`config.mk`:
```
export PLATFORM = sky130hd
export DESIGN_NAME = rect_blit_with_rgb565_convert_core
export DESIGN_NICKNAME = d
export VERILOG_FILES = /design/src/rtl/core/rbc_pkg.sv /design/src/rtl/core/rbc_cfg.sv /design/src/rtl/core/rbc_walk.sv /design/src/rtl/core/rbc_emit.sv /design/src/rtl/core/rect_blit_with_rgb565_convert_core.sv
export SDC_FILE = /design/constraint.sdc
export NUM_CORES = 1
export LEC_CHECK = 0
export BUFFER_PORTS_ARGS = -buffer_cell sky130_fd_sc_hd__buf_2
export CORE_UTILIZATION = 55
export CTS_CLUSTER_DIAMETER = 100
export DETAILED_ROUTE_END_ITERATION = 12
export PLACE_DENSITY = 0.73
export SYNTH_ARGS = -nofsm -noshare
export SYNTH_HDL_FRONTEND = slang
export SYNTH_SLANG_ARGS = --single-unit
```
`constraint.sdc`:
```
create_clock -name clk -period 10.1 [get_ports clk]
set_input_delay 1.01 -clock clk [delete_from_list [all_inputs] [get_ports clk]]
set_output_delay 1.01 -clock clk [all_outputs]
set_load 0.05 [all_outputs]
```
`src/rtl/core/rbc_pkg.sv`:
```
// Shared types, register codes and pixel packing for the rectangle blit core.
// No dependencies; imported by every module of the core.
package rbc_pkg;

  localparam int LINE_W     = 13;
  localparam int COORD_W    = 12;
  localparam int DIM_W      = 13;
  localparam int SUM_W      = 14;
  localparam int CFG_IDX_W  = 3;
  localparam int CFG_DATA_W = 13;
  localparam int PIX_W      = 32;

  localparam logic [LINE_W-1:0] LINE_PIXELS_RESET = 13'd640;

  typedef enum logic [CFG_IDX_W-1:0] {
    REG_LINE_PIXELS = 3'd0,
    REG_PIXEL_MODE  = 3'd1,
    REG_SRC_X       = 3'd2,
    REG_SRC_Y       = 3'd3,
    REG_DST_X       = 3'd4,
    REG_DST_Y       = 3'd5,
    REG_RECT_WIDTH  = 3'd6,
    REG_RECT_HEIGHT = 3'd7
  } cfg_reg_t;

  typedef struct packed {
    logic [LINE_W-1:0]  line_pixels;
    logic               pixel_mode;
    logic [COORD_W-1:0] src_x;
    logic [COORD_W-1:0] src_y;
    logic [COORD_W-1:0] dst_x;
    logic [COORD_W-1:0] dst_y;
    logic [DIM_W-1:0]   rect_width;
    logic [DIM_W-1:0]   rect_height;
  } cfg_t;

  // One pixel in flight between the walker and the address stage
  typedef struct packed {
    logic [PIX_W-1:0] pixel;
    logic             mode;
    logic [SUM_W-1:0] src_row;
    logic [SUM_W-1:0] dst_row;
    logic [SUM_W-1:0] src_col;
    logic [SUM_W-1:0] dst_col;
    logic             last;
  } blit_item_t;

  // Truncate RGB888 to RGB565
  function automatic logic [15:0] pack565(input logic [PIX_W-1:0] p);
    return {p[23:19], p[15:10], p[7:3]};
  endfunction

endpackage

```
`src/rtl/core/rbc_cfg.sv`:
```
// Configuration register file of the rectangle blit core.
// Depends on rbc_pkg for the register codes and the cfg_t layout.
module rbc_cfg import rbc_pkg::*; (
  input  logic                  clk,
  input  logic                  rst_n,
  input  logic                  cfg_valid,
  output logic                  cfg_ready,
  input  logic [CFG_IDX_W-1:0]  cfg_index,
  input  logic [CFG_DATA_W-1:0] cfg_data,
  output cfg_t                  cfg
);

  cfg_t cfg_r;
  cfg_t cfg_nxt;

  assign cfg_ready = 1'b1;
  assign cfg      = cfg_r;

  // Decode the write into the selected register
  always_comb begin
    cfg_nxt = cfg_r;
    if (cfg_valid) begin
      case (cfg_reg_t'(cfg_index))
        REG_LINE_PIXELS: cfg_nxt.line_pixels = cfg_data[LINE_W-1:0];
        REG_PIXEL_MODE:  cfg_nxt.pixel_mode  = cfg_data[0];
        REG_SRC_X:       cfg_nxt.src_x       = cfg_data[COORD_W-1:0];
        REG_SRC_Y:       cfg_nxt.src_y       = cfg_data[COORD_W-1:0];
        REG_DST_X:       cfg_nxt.dst_x       = cfg_data[COORD_W-1:0];
        REG_DST_Y:       cfg_nxt.dst_y       = cfg_data[COORD_W-1:0];
        REG_RECT_WIDTH:  cfg_nxt.rect_width  = cfg_data[DIM_W-1:0];
        REG_RECT_HEIGHT: cfg_nxt.rect_height = cfg_data[DIM_W-1:0];
        default:         cfg_nxt = cfg_r;
      endcase
    end
  end

  always_ff @(posedge clk) begin
    if (!rst_n) begin
      cfg_r <= '{line_pixels: LINE_PIXELS_RESET, default: '0};
    end else begin
      cfg_r <= cfg_nxt;
    end
  end

endmodule

```
`src/rtl/core/rbc_walk.sv`:
```
// Raster walker: column/row counters and the input register stage.
// Depends on rbc_pkg for cfg_t and blit_item_t.
module rbc_walk import rbc_pkg::*; #(
  parameter int MAX_LINE_PIXELS = 4096,
  parameter int STRIDE_W        = 13
) (
  input  logic                clk,
  input  logic                rst_n,
  input  cfg_t                cfg,
  input  logic                in_valid,
  output logic                in_ready,
  input  logic [PIX_W-1:0]    in_src_pixel,
  input  logic                adv,
  output logic                item_valid,
  output blit_item_t          item,
  output logic [STRIDE_W-1:0] stride
);

  logic [DIM_W-1:0]    col_r, col_nxt;
  logic [DIM_W-1:0]    row_r, row_nxt;
  logic                item_valid_r, item_valid_nxt;
  blit_item_t          item_r;
  logic [STRIDE_W-1:0] stride_r;
  logic [STRIDE_W-1:0] stride_nxt;
  logic                accept;
  logic                empty;
  logic                row_end;
  logic                last;

  assign in_ready   = !item_valid_r || adv;
  assign accept     = in_valid && in_ready;
  assign empty      = (cfg.rect_width == '0) || (cfg.rect_height == '0);
  assign item_valid = item_valid_r;
  assign item       = item_r;
  assign stride     = stride_r;

  // End-of-row and end-of-rectangle tests
  assign row_end = ({1'b0, col_r} + 14'd1) >= {1'b0, cfg.rect_width};
  assign last    = row_end && (({1'b0, row_r} + 14'd1) >= {1'b0, cfg.rect_height});

  // Saturate the row stride
  assign stride_nxt = (32'(cfg.line_pixels) > 32'(MAX_LINE_PIXELS)) ?
                      STRIDE_W'(MAX_LINE_PIXELS) : STRIDE_W'(cfg.line_pixels);

  // Advance the counters on each item that produces a write
  always_comb begin
    col_nxt = col_r;
    row_nxt = row_r;
    if (accept && !empty) begin
      if (last) begin
        col_nxt = '0;
        row_nxt = '0;
      end else if (row_end) begin
        col_nxt = '0;
        row_nxt = row_r + 13'd1;
      end else begin
        col_nxt = col_r + 13'd1;
      end
    end
  end

  // Stage holds an item until the address stage takes it; drop empty-rect items
  always_comb begin
    if (accept) begin
      item_valid_nxt = !empty;
    end else if (adv) begin
      item_valid_nxt = 1'b0;
    end else begin
      item_valid_nxt = item_valid_r;
    end
  end

  always_ff @(posedge clk) begin
    if (!rst_n) begin
      col_r        <= '0;
      row_r        <= '0;
      item_valid_r <= 1'b0;
    end else begin
      col_r        <= col_nxt;
      row_r        <= row_nxt;
      item_valid_r <= item_valid_nxt;
    end
  end

  // Capture the payload on accept
  always_ff @(posedge clk) begin
    if (accept) begin
      item_r.pixel   <= in_src_pixel;
      item_r.mode    <= cfg.pixel_mode;
      item_r.src_row <= {2'b00, cfg.src_y} + {1'b0, row_r};
      item_r.dst_row <= {2'b00, cfg.dst_y} + {1'b0, row_r};
      item_r.src_col <= {2'b00, cfg.src_x} + {1'b0, col_r};
      item_r.dst_col <= {2'b00, cfg.dst_x} + {1'b0, col_r};
      item_r.last    <= last;
      stride_r       <= stride_nxt;
    end
  end

endmodule

```
`src/rtl/core/rbc_emit.sv`:
```
// Address and data stage: row*stride+col, RGB565 packing and result register.
// Depends on rbc_pkg for blit_item_t and pack565.
module rbc_emit import rbc_pkg::*; #(
  parameter int STRIDE_W    = 13,
  parameter int OFFSET_BITS = 27
) (
  input  logic                   clk,
  input  logic                   rst_n,
  input  logic                   item_valid,
  input  blit_item_t             item,
  input  logic [STRIDE_W-1:0]    stride,
  output logic                   adv,
  output logic                   out_valid,
  input  logic                   out_ready,
  output logic [OFFSET_BITS-1:0] out_src_offset,
  output logic [OFFSET_BITS-1:0] out_dst_offset,
  output logic [PIX_W-1:0]       out_dst_data,
  output logic                   out_half_word,
  output logic                   out_last_pixel
);

  localparam int PW = SUM_W + STRIDE_W;
  localparam int LW = (PW + 1 > OFFSET_BITS) ? PW + 1 : OFFSET_BITS;

  logic [PW-1:0]          src_prod, dst_prod;
  logic [LW-1:0]          src_lin, dst_lin;
  logic [OFFSET_BITS-1:0] src_off_nxt, dst_off_nxt;
  logic [PIX_W-1:0]       data_nxt;
  logic                   out_valid_r, out_valid_nxt;
  logic [OFFSET_BITS-1:0] src_off_r, dst_off_r;
  logic [PIX_W-1:0]       data_r;
  logic                   half_r, last_r;

  assign adv = !out_valid_r || out_ready;

  // Linear pixel index in each buffer
  assign src_prod = item.src_row * stride;
  assign dst_prod = item.dst_row * stride;
  assign src_lin  = LW'(src_prod) + LW'(item.src_col);
  assign dst_lin  = LW'(dst_prod) + LW'(item.dst_col);

  // Scale to bytes and wrap at the offset width
  assign src_off_nxt = OFFSET_BITS'({src_lin, 2'b00});
  assign dst_off_nxt = item.mode ? OFFSET_BITS'({dst_lin, 1'b0})
                                 : OFFSET_BITS'({dst_lin, 2'b00});
  assign data_nxt    = item.mode ? {16'h0000, pack565(item.pixel)} : item.pixel;

  // Hold the result until taken
  always_comb begin
    if (adv) begin
      out_valid_nxt = item_valid;
    end else begin
      out_valid_nxt = out_valid_r;
    end
  end

  always_ff @(posedge clk) begin
    if (!rst_n) begin
      out_valid_r <= 1'b0;
    end else begin
      out_valid_r <= out_valid_nxt;
    end
  end

  always_ff @(posedge clk) begin
    if (adv && item_valid) begin
      src_off_r <= src_off_nxt;
      dst_off_r <= dst_off_nxt;
      data_r    <= data_nxt;
      half_r    <= item.mode;
      last_r    <= item.last;
    end
  end

  assign out_valid      = out_valid_r;
  assign out_src_offset = src_off_r;
  assign out_dst_offset = dst_off_r;
  assign out_dst_data   = data_r;
  assign out_half_word  = half_r;
  assign out_last_pixel = last_r;

endmodule

```
`src/rtl/core/rect_blit_with_rgb565_convert_core.sv`:
```
// Rectangle blit engine: RGB888 source pixels to framebuffer writes.
// Pipeline: 2 register stages (walker, address) between input accept and out_valid.
// Throughput: 1 item per cycle while out_ready is high; one multiplier per buffer
// in the address stage. in_ready follows out_ready combinationally through the pipeline.
// Reset (synchronous, rst_n low): registers to defaults (line_pixels 640),
// counters to zero, pipeline emptied. Config port is always ready.
module rect_blit_with_rgb565_convert_core import rbc_pkg::*; #(
  parameter int MAX_LINE_PIXELS = 4096,
  parameter int OFFSET_BITS     = 27
) (
  input  logic                   clk,
  input  logic                   rst_n,
  input  logic                   cfg_valid,
  output logic                   cfg_ready,
  input  logic [CFG_IDX_W-1:0]   cfg_index,
  input  logic [CFG_DATA_W-1:0]  cfg_data,
  input  logic                   in_valid,
  output logic                   in_ready,
  input  logic [PIX_W-1:0]       in_src_pixel,
  output logic                   out_valid,
  input  logic                   out_ready,
  output logic [OFFSET_BITS-1:0] out_src_offset,
  output logic [OFFSET_BITS-1:0] out_dst_offset,
  output logic [PIX_W-1:0]       out_dst_data,
  output logic                   out_half_word,
  output logic                   out_last_pixel
);

  localparam int STRIDE_W = $clog2(MAX_LINE_PIXELS + 1);

  cfg_t                cfg;
  logic                adv;
  logic                item_valid;
  blit_item_t          item;
  logic [STRIDE_W-1:0] stride;

  rbc_cfg u_cfg (
    .clk       (clk),
    .rst_n     (rst_n),
    .cfg_valid (cfg_valid),
    .cfg_ready (cfg_ready),
    .cfg_index (cfg_index),
    .cfg_data  (cfg_data),
    .cfg       (cfg)
  );

  rbc_walk #(
    .MAX_LINE_PIXELS (MAX_LINE_PIXELS),
    .STRIDE_W        (STRIDE_W)
  ) u_walk (
    .clk          (clk),
    .rst_n        (rst_n),
    .cfg          (cfg),
    .in_valid     (in_valid),
    .in_ready     (in_ready),
    .in_src_pixel (in_src_pixel),
    .adv          (adv),
    .item_valid   (item_valid),
    .item         (item),
    .stride       (stride)
  );

  rbc_emit #(
    .STRIDE_W    (STRIDE_W),
    .OFFSET_BITS (OFFSET_BITS)
  ) u_emit (
    .clk            (clk),
    .rst_n          (rst_n),
    .item_valid     (item_valid),
    .item           (item),
    .stride         (stride),
    .adv            (adv),
    .out_valid      (out_valid),
    .out_ready      (out_ready),
    .out_src_offset (out_src_offset),
    .out_dst_offset (out_dst_offset),
    .out_dst_data   (out_dst_data),
    .out_half_word  (out_half_word),
    .out_last_pixel (out_last_pixel)
  );

endmodule

```
==> impl_metrics.env <==
export IMPL_clk_latency_ps=550
export IMPL_cts_root_buf="clkbuf_16"
export IMPL_cp_start_kind="flip-flop"
export IMPL_setup_violations=0
export IMPL_path_max_fanout=28
export IMPL_htreeDepth=2
export IMPL_cp_data_required_time_ps=10390
export IMPL_port_buffers=139
export IMPL_finalSetupTns_ps=0
export IMPL_rrSetupSlack_ps=3020
export IMPL_rr_startpoint="u_walk.stride[6]"
export IMPL_syn_area_um2=26900
export IMPL_whs_path_depth=0
export IMPL_synth_cells=2785
export IMPL_cts_num_sinks=304
export IMPL_syn_to_final_growth_pct=8.16
export IMPL_synth_seq_cells=304
export IMPL_worstHoldStart="u_cfg.cfg[74]"
export IMPL_grt_usage=0.255
export IMPL_hold_end="u_walk.item[57]"
export IMPL_max_freq_mhz=141
export IMPL_placedCellCount=3422
export IMPL_cts_tree="yes"
export IMPL_p_leak_uw=0.0135
export IMPL_synthArstFlopShare=0
export IMPL_synth_edf_count=188
export IMPL_initial_utilization=0.561
export IMPL_synth_distinct_cells=74
export IMPL_worst_r2r_endpoint="u_emit.out_dst_offset[26]"
export IMPL_max_vdd_ir_drop_v=0.000159
export IMPL_grt_first_pass_wirelength_mm=100
export IMPL_fp_dieW_um=223
export IMPL_fp_row_count=80
export IMPL_fp_dieH_um=223
export IMPL_clk_pin_slew_ps=60
export IMPL_vias=19000
export IMPL_cts_setup_buffers=0
export IMPL_ys_seq_area_frac=0.296
export IMPL_grt_remaining_overflow=0
export IMPL_power_density_nw_per_um2=174
export IMPL_stdcell_count=3489
export IMPL_grt_pass1_vias=19800
export IMPL_die_area_um2=49900
export IMPL_yosysWarningCount=0
export IMPL_drt_initial_drc_count=1169
export IMPL_maxCapViolCount=0
export IMPL_clockBufferDepth=3
export IMPL_fillers=4057
export IMPL_rsz0062_at_grt="no"
export IMPL_cts_resized_gates=0
export IMPL_wl_per_cell_um=17.7
export IMPL_drv_slew=0
export IMPL_fin_crit_ps=7080
export IMPL_ant_nets=0
export IMPL_hold_class="reg -> reg"
export IMPL_worstPathArrival_ps=7370
export IMPL_r2r_cells=19
export IMPL_status="completed"
export IMPL_finalHoldViolCount=0
export IMPL_dpl_hpwl_mm=47.3
export IMPL_via_per_inst=5.45
export IMPL_final_nets=3427
export IMPL_drive_above_1_share=0.0874
export IMPL_drt_pass1_iterations=5
export IMPL_antenna_found_initial=1
export IMPL_finalWirelength_mm=61.6
export IMPL_route_detailed_drc=0
export IMPL_timing_worst_setup_path_type="reg -> reg"
export IMPL_grt_max_degree=112
export IMPL_endpoint_kind="flip-flop"
export IMPL_min_period_over_period=0.701
export IMPL_postCtsHoldBufs=0
export IMPL_ios=144
export IMPL_maxSlewHeadroom=0.265
export IMPL_postSynthAreaPerCell_um2=9.67
export IMPL_tightest_slew_ps=1100
export IMPL_core_um2=48000
export IMPL_skew_ps=23.2
export IMPL_place_gp_congestion=0.916
export IMPL_cts_buffers_inserted=36
export IMPL_ys_flop_type="edfxtp_1"
## critical path, cell delays in order, from the launching register on
cell      delay (ps)
edfxtp_1        1010
nand2_1          180
fa_1             610
fa_1             450
fa_1             520
inv_1             60
fa_1             530
fa_1             550
inv_1             50
fa_1             490
inv_1             40
ha_1             350
a21o_1           160
a21oi_1           70
o21ai_0          260
a32oi_1          200
o311ai_0         690
nor3_1           110
a41o_1           230
a211o_1          230
## how the worst max path moves through the flow
| stage | start | end | cells after the start |
|---|---|---|---|
| 6_report | u_walk.stride[6] | u_emit.out_dst_offset[26] | 19 |
| 5_1_grt | u_walk.stride[9] | u_emit.out_dst_offset[26] | 19 |
| 4_1_cts | u_walk.stride[9] | u_emit.out_dst_offset[26] | 19 |
| 3_5_place_dp | u_walk.stride[9] | u_emit.out_dst_offset[26] | 19 |
| 3_3_place_gp | u_walk.stride[9] | u_emit.out_dst_offset[26] | 19 |
| 2_1_floorplan | u_walk.stride[12] | u_emit.out_dst_offset[26] | 21 |
## through the flow
stage	power, µW	cell area (µm²)	setup WS, ps	utilization	hold slack (ps)
floorplan	3330	26900	3820	-	400
global placement	3790	28000	3210	0.582	424
detailed placement	3840	28000	3050	0.582	428
CTS	5130	29100	3050	0.606	442
global route	5470	29100	2560	0.606	456
finish	5080	29100	3020	0.606	442
## per-layer routing
metal | global-route usage | vias to the layer above | wire length [µm]
li1 | - | 9075 | -
met1 | 0.313 | 9357 | 25500
met2 | 0.447 | 449 | 30900
met3 | 0.0348 | 123 | 2620
met5 | 0 | - | 0
met4 | 0.112 | 0 | 2610
## where the power goes
| group | switching (µW) | internal (µW) |
|---|---|---|
| registers | 56.3 | 1460 |
| logic | 1350 | 956 |
| clock network | 528 | 729 |
| total | 1930 | 3140 |
## placed cells by master (no fill, tap or decap), drive strengths merged, types with 23 or more instances in the layout
| cell | instances |
|---|---|
| xnor2 | 81 |
| a21oi | 68 |
| a21o | 38 |
| and2 | 192 |
| nand2 | 442 |
| edfxtp | 188 |
| mux2 | 23 |
| dfxtp | 116 |
| a21boi | 100 |
| nor2 | 83 |
| o21ai | 45 |
| buf | 144 |
| nand3 | 28 |
| fa | 286 |
| ha | 243 |
| nor2b | 44 |
| clkbuf | 45 |
| xor2 | 42 |
| inv | 439 |
| nor3 | 26 |
## final cells by class
class | instances | area, µm² | area share
Sequential cell | 304 | 7970 | 0.274
Antenna cell | 2 | 5.00 | 0.000172
Clock inverter | 20 | 165 | 0.00567
Timing Repair Buffer | 144 | 733 | 0.0252
Multi-Input combinational cell | 1927 | 16900 | 0.580
Tap cell | 615 | 769 | 0.0264
Inverter | 432 | 1620 | 0.0557
Clock buffer | 45 | 986 | 0.0338
## logic make-up (layout without fill, tap and decap cells)
| logic type | Yosys count | in the layout | share of synthesized area |
|---|---|---|---|
| adders and majority gates | 529 | 529 | 0.325 |
| xor gates and xnor gates | 123 | 123 | 0.0400 |
| muxes | 29 | 29 | 0.0118 |
| DFF | 304 | 304 | 0.296 |
| and+or+nand+nor | 904 | 904 | 0.161 |
| other | 2 | 6 | 0.000279 |
| buffers and inverters | 556 | 641 | 0.0782 |
| AOI/OAI and AO/OA | 338 | 338 | 0.0874 |
## synthesized netlist by cell type (3+ instances only)
| library cell | n | share of area |
|---|---|---|
| nand3_1 | 28 | 0.0052 |
| o31ai_1 | 8 | 0.0022 |
| nand3b_1 | 3 | 0.00084 |
| a21o_1 | 38 | 0.011 |
| nor2b_1 | 44 | 0.010 |
| a31oi_1 | 10 | 0.0023 |
| or3_1 | 8 | 0.0019 |
| xor2_1 | 42 | 0.014 |
| edfxtp_1 | 188 | 0.21 |
| o21ai_0 | 44 | 0.0082 |
| buf_1 | 4 | 0.00056 |
| o22ai_1 | 7 | 0.0016 |
| clkbuf_1 | 113 | 0.016 |
| nand4_1 | 14 | 0.0033 |
| nor2_1 | 83 | 0.012 |
| buf_2 | 3 | 0.00056 |
| mux2i_1 | 6 | 0.0022 |
| o311a_1 | 3 | 0.0011 |
| nor4_1 | 7 | 0.0016 |
| o21bai_1 | 6 | 0.0017 |
| and4_1 | 9 | 0.0029 |
| or3b_2 | 3 | 0.00098 |
| nand2b_1 | 19 | 0.0044 |
| nand2_1 | 442 | 0.062 |
| a21oi_1 | 67 | 0.012 |
| and3_1 | 15 | 0.0035 |
| or2_2 | 6 | 0.0014 |
| buf_4 | 4 | 0.0011 |
| o41ai_1 | 4 | 0.0013 |
| o21a_1 | 6 | 0.0017 |
| nor3_1 | 25 | 0.0046 |
| dfxtp_1 | 116 | 0.086 |
| ha_1 | 243 | 0.11 |
| mux2_2 | 23 | 0.0096 |
| a21boi_0 | 100 | 0.028 |
| o2111ai_1 | 3 | 0.00098 |
| and2_1 | 192 | 0.045 |
| xnor2_1 | 81 | 0.026 |
| fa_1 | 286 | 0.21 |
| inv_1 | 432 | 0.060 |
| o211ai_1 | 3 | 0.00084 |
| o31a_1 | 4 | 0.0013 |
| a211oi_1 | 5 | 0.0014 |
## state kept, by name, summed over array words and instances (netlist names)
| signal | cells |
|---|---|
| u_walk.col_r | 13 |
| u_emit.out_last_pixel | 1 |
| u_walk.item | 90 |
| u_cfg.cfg | 88 |
| u_walk.stride | 13 |
| u_emit.out_dst_offset | 26 |
| u_emit.out_valid | 1 |
| u_walk.row_r | 13 |
| u_emit.out_half_word | 1 |
| u_emit.out_src_offset | 25 |
| u_walk.item_valid | 1 |
| u_emit.out_dst_data | 32 |
Power figures use the tool's default switching activity.
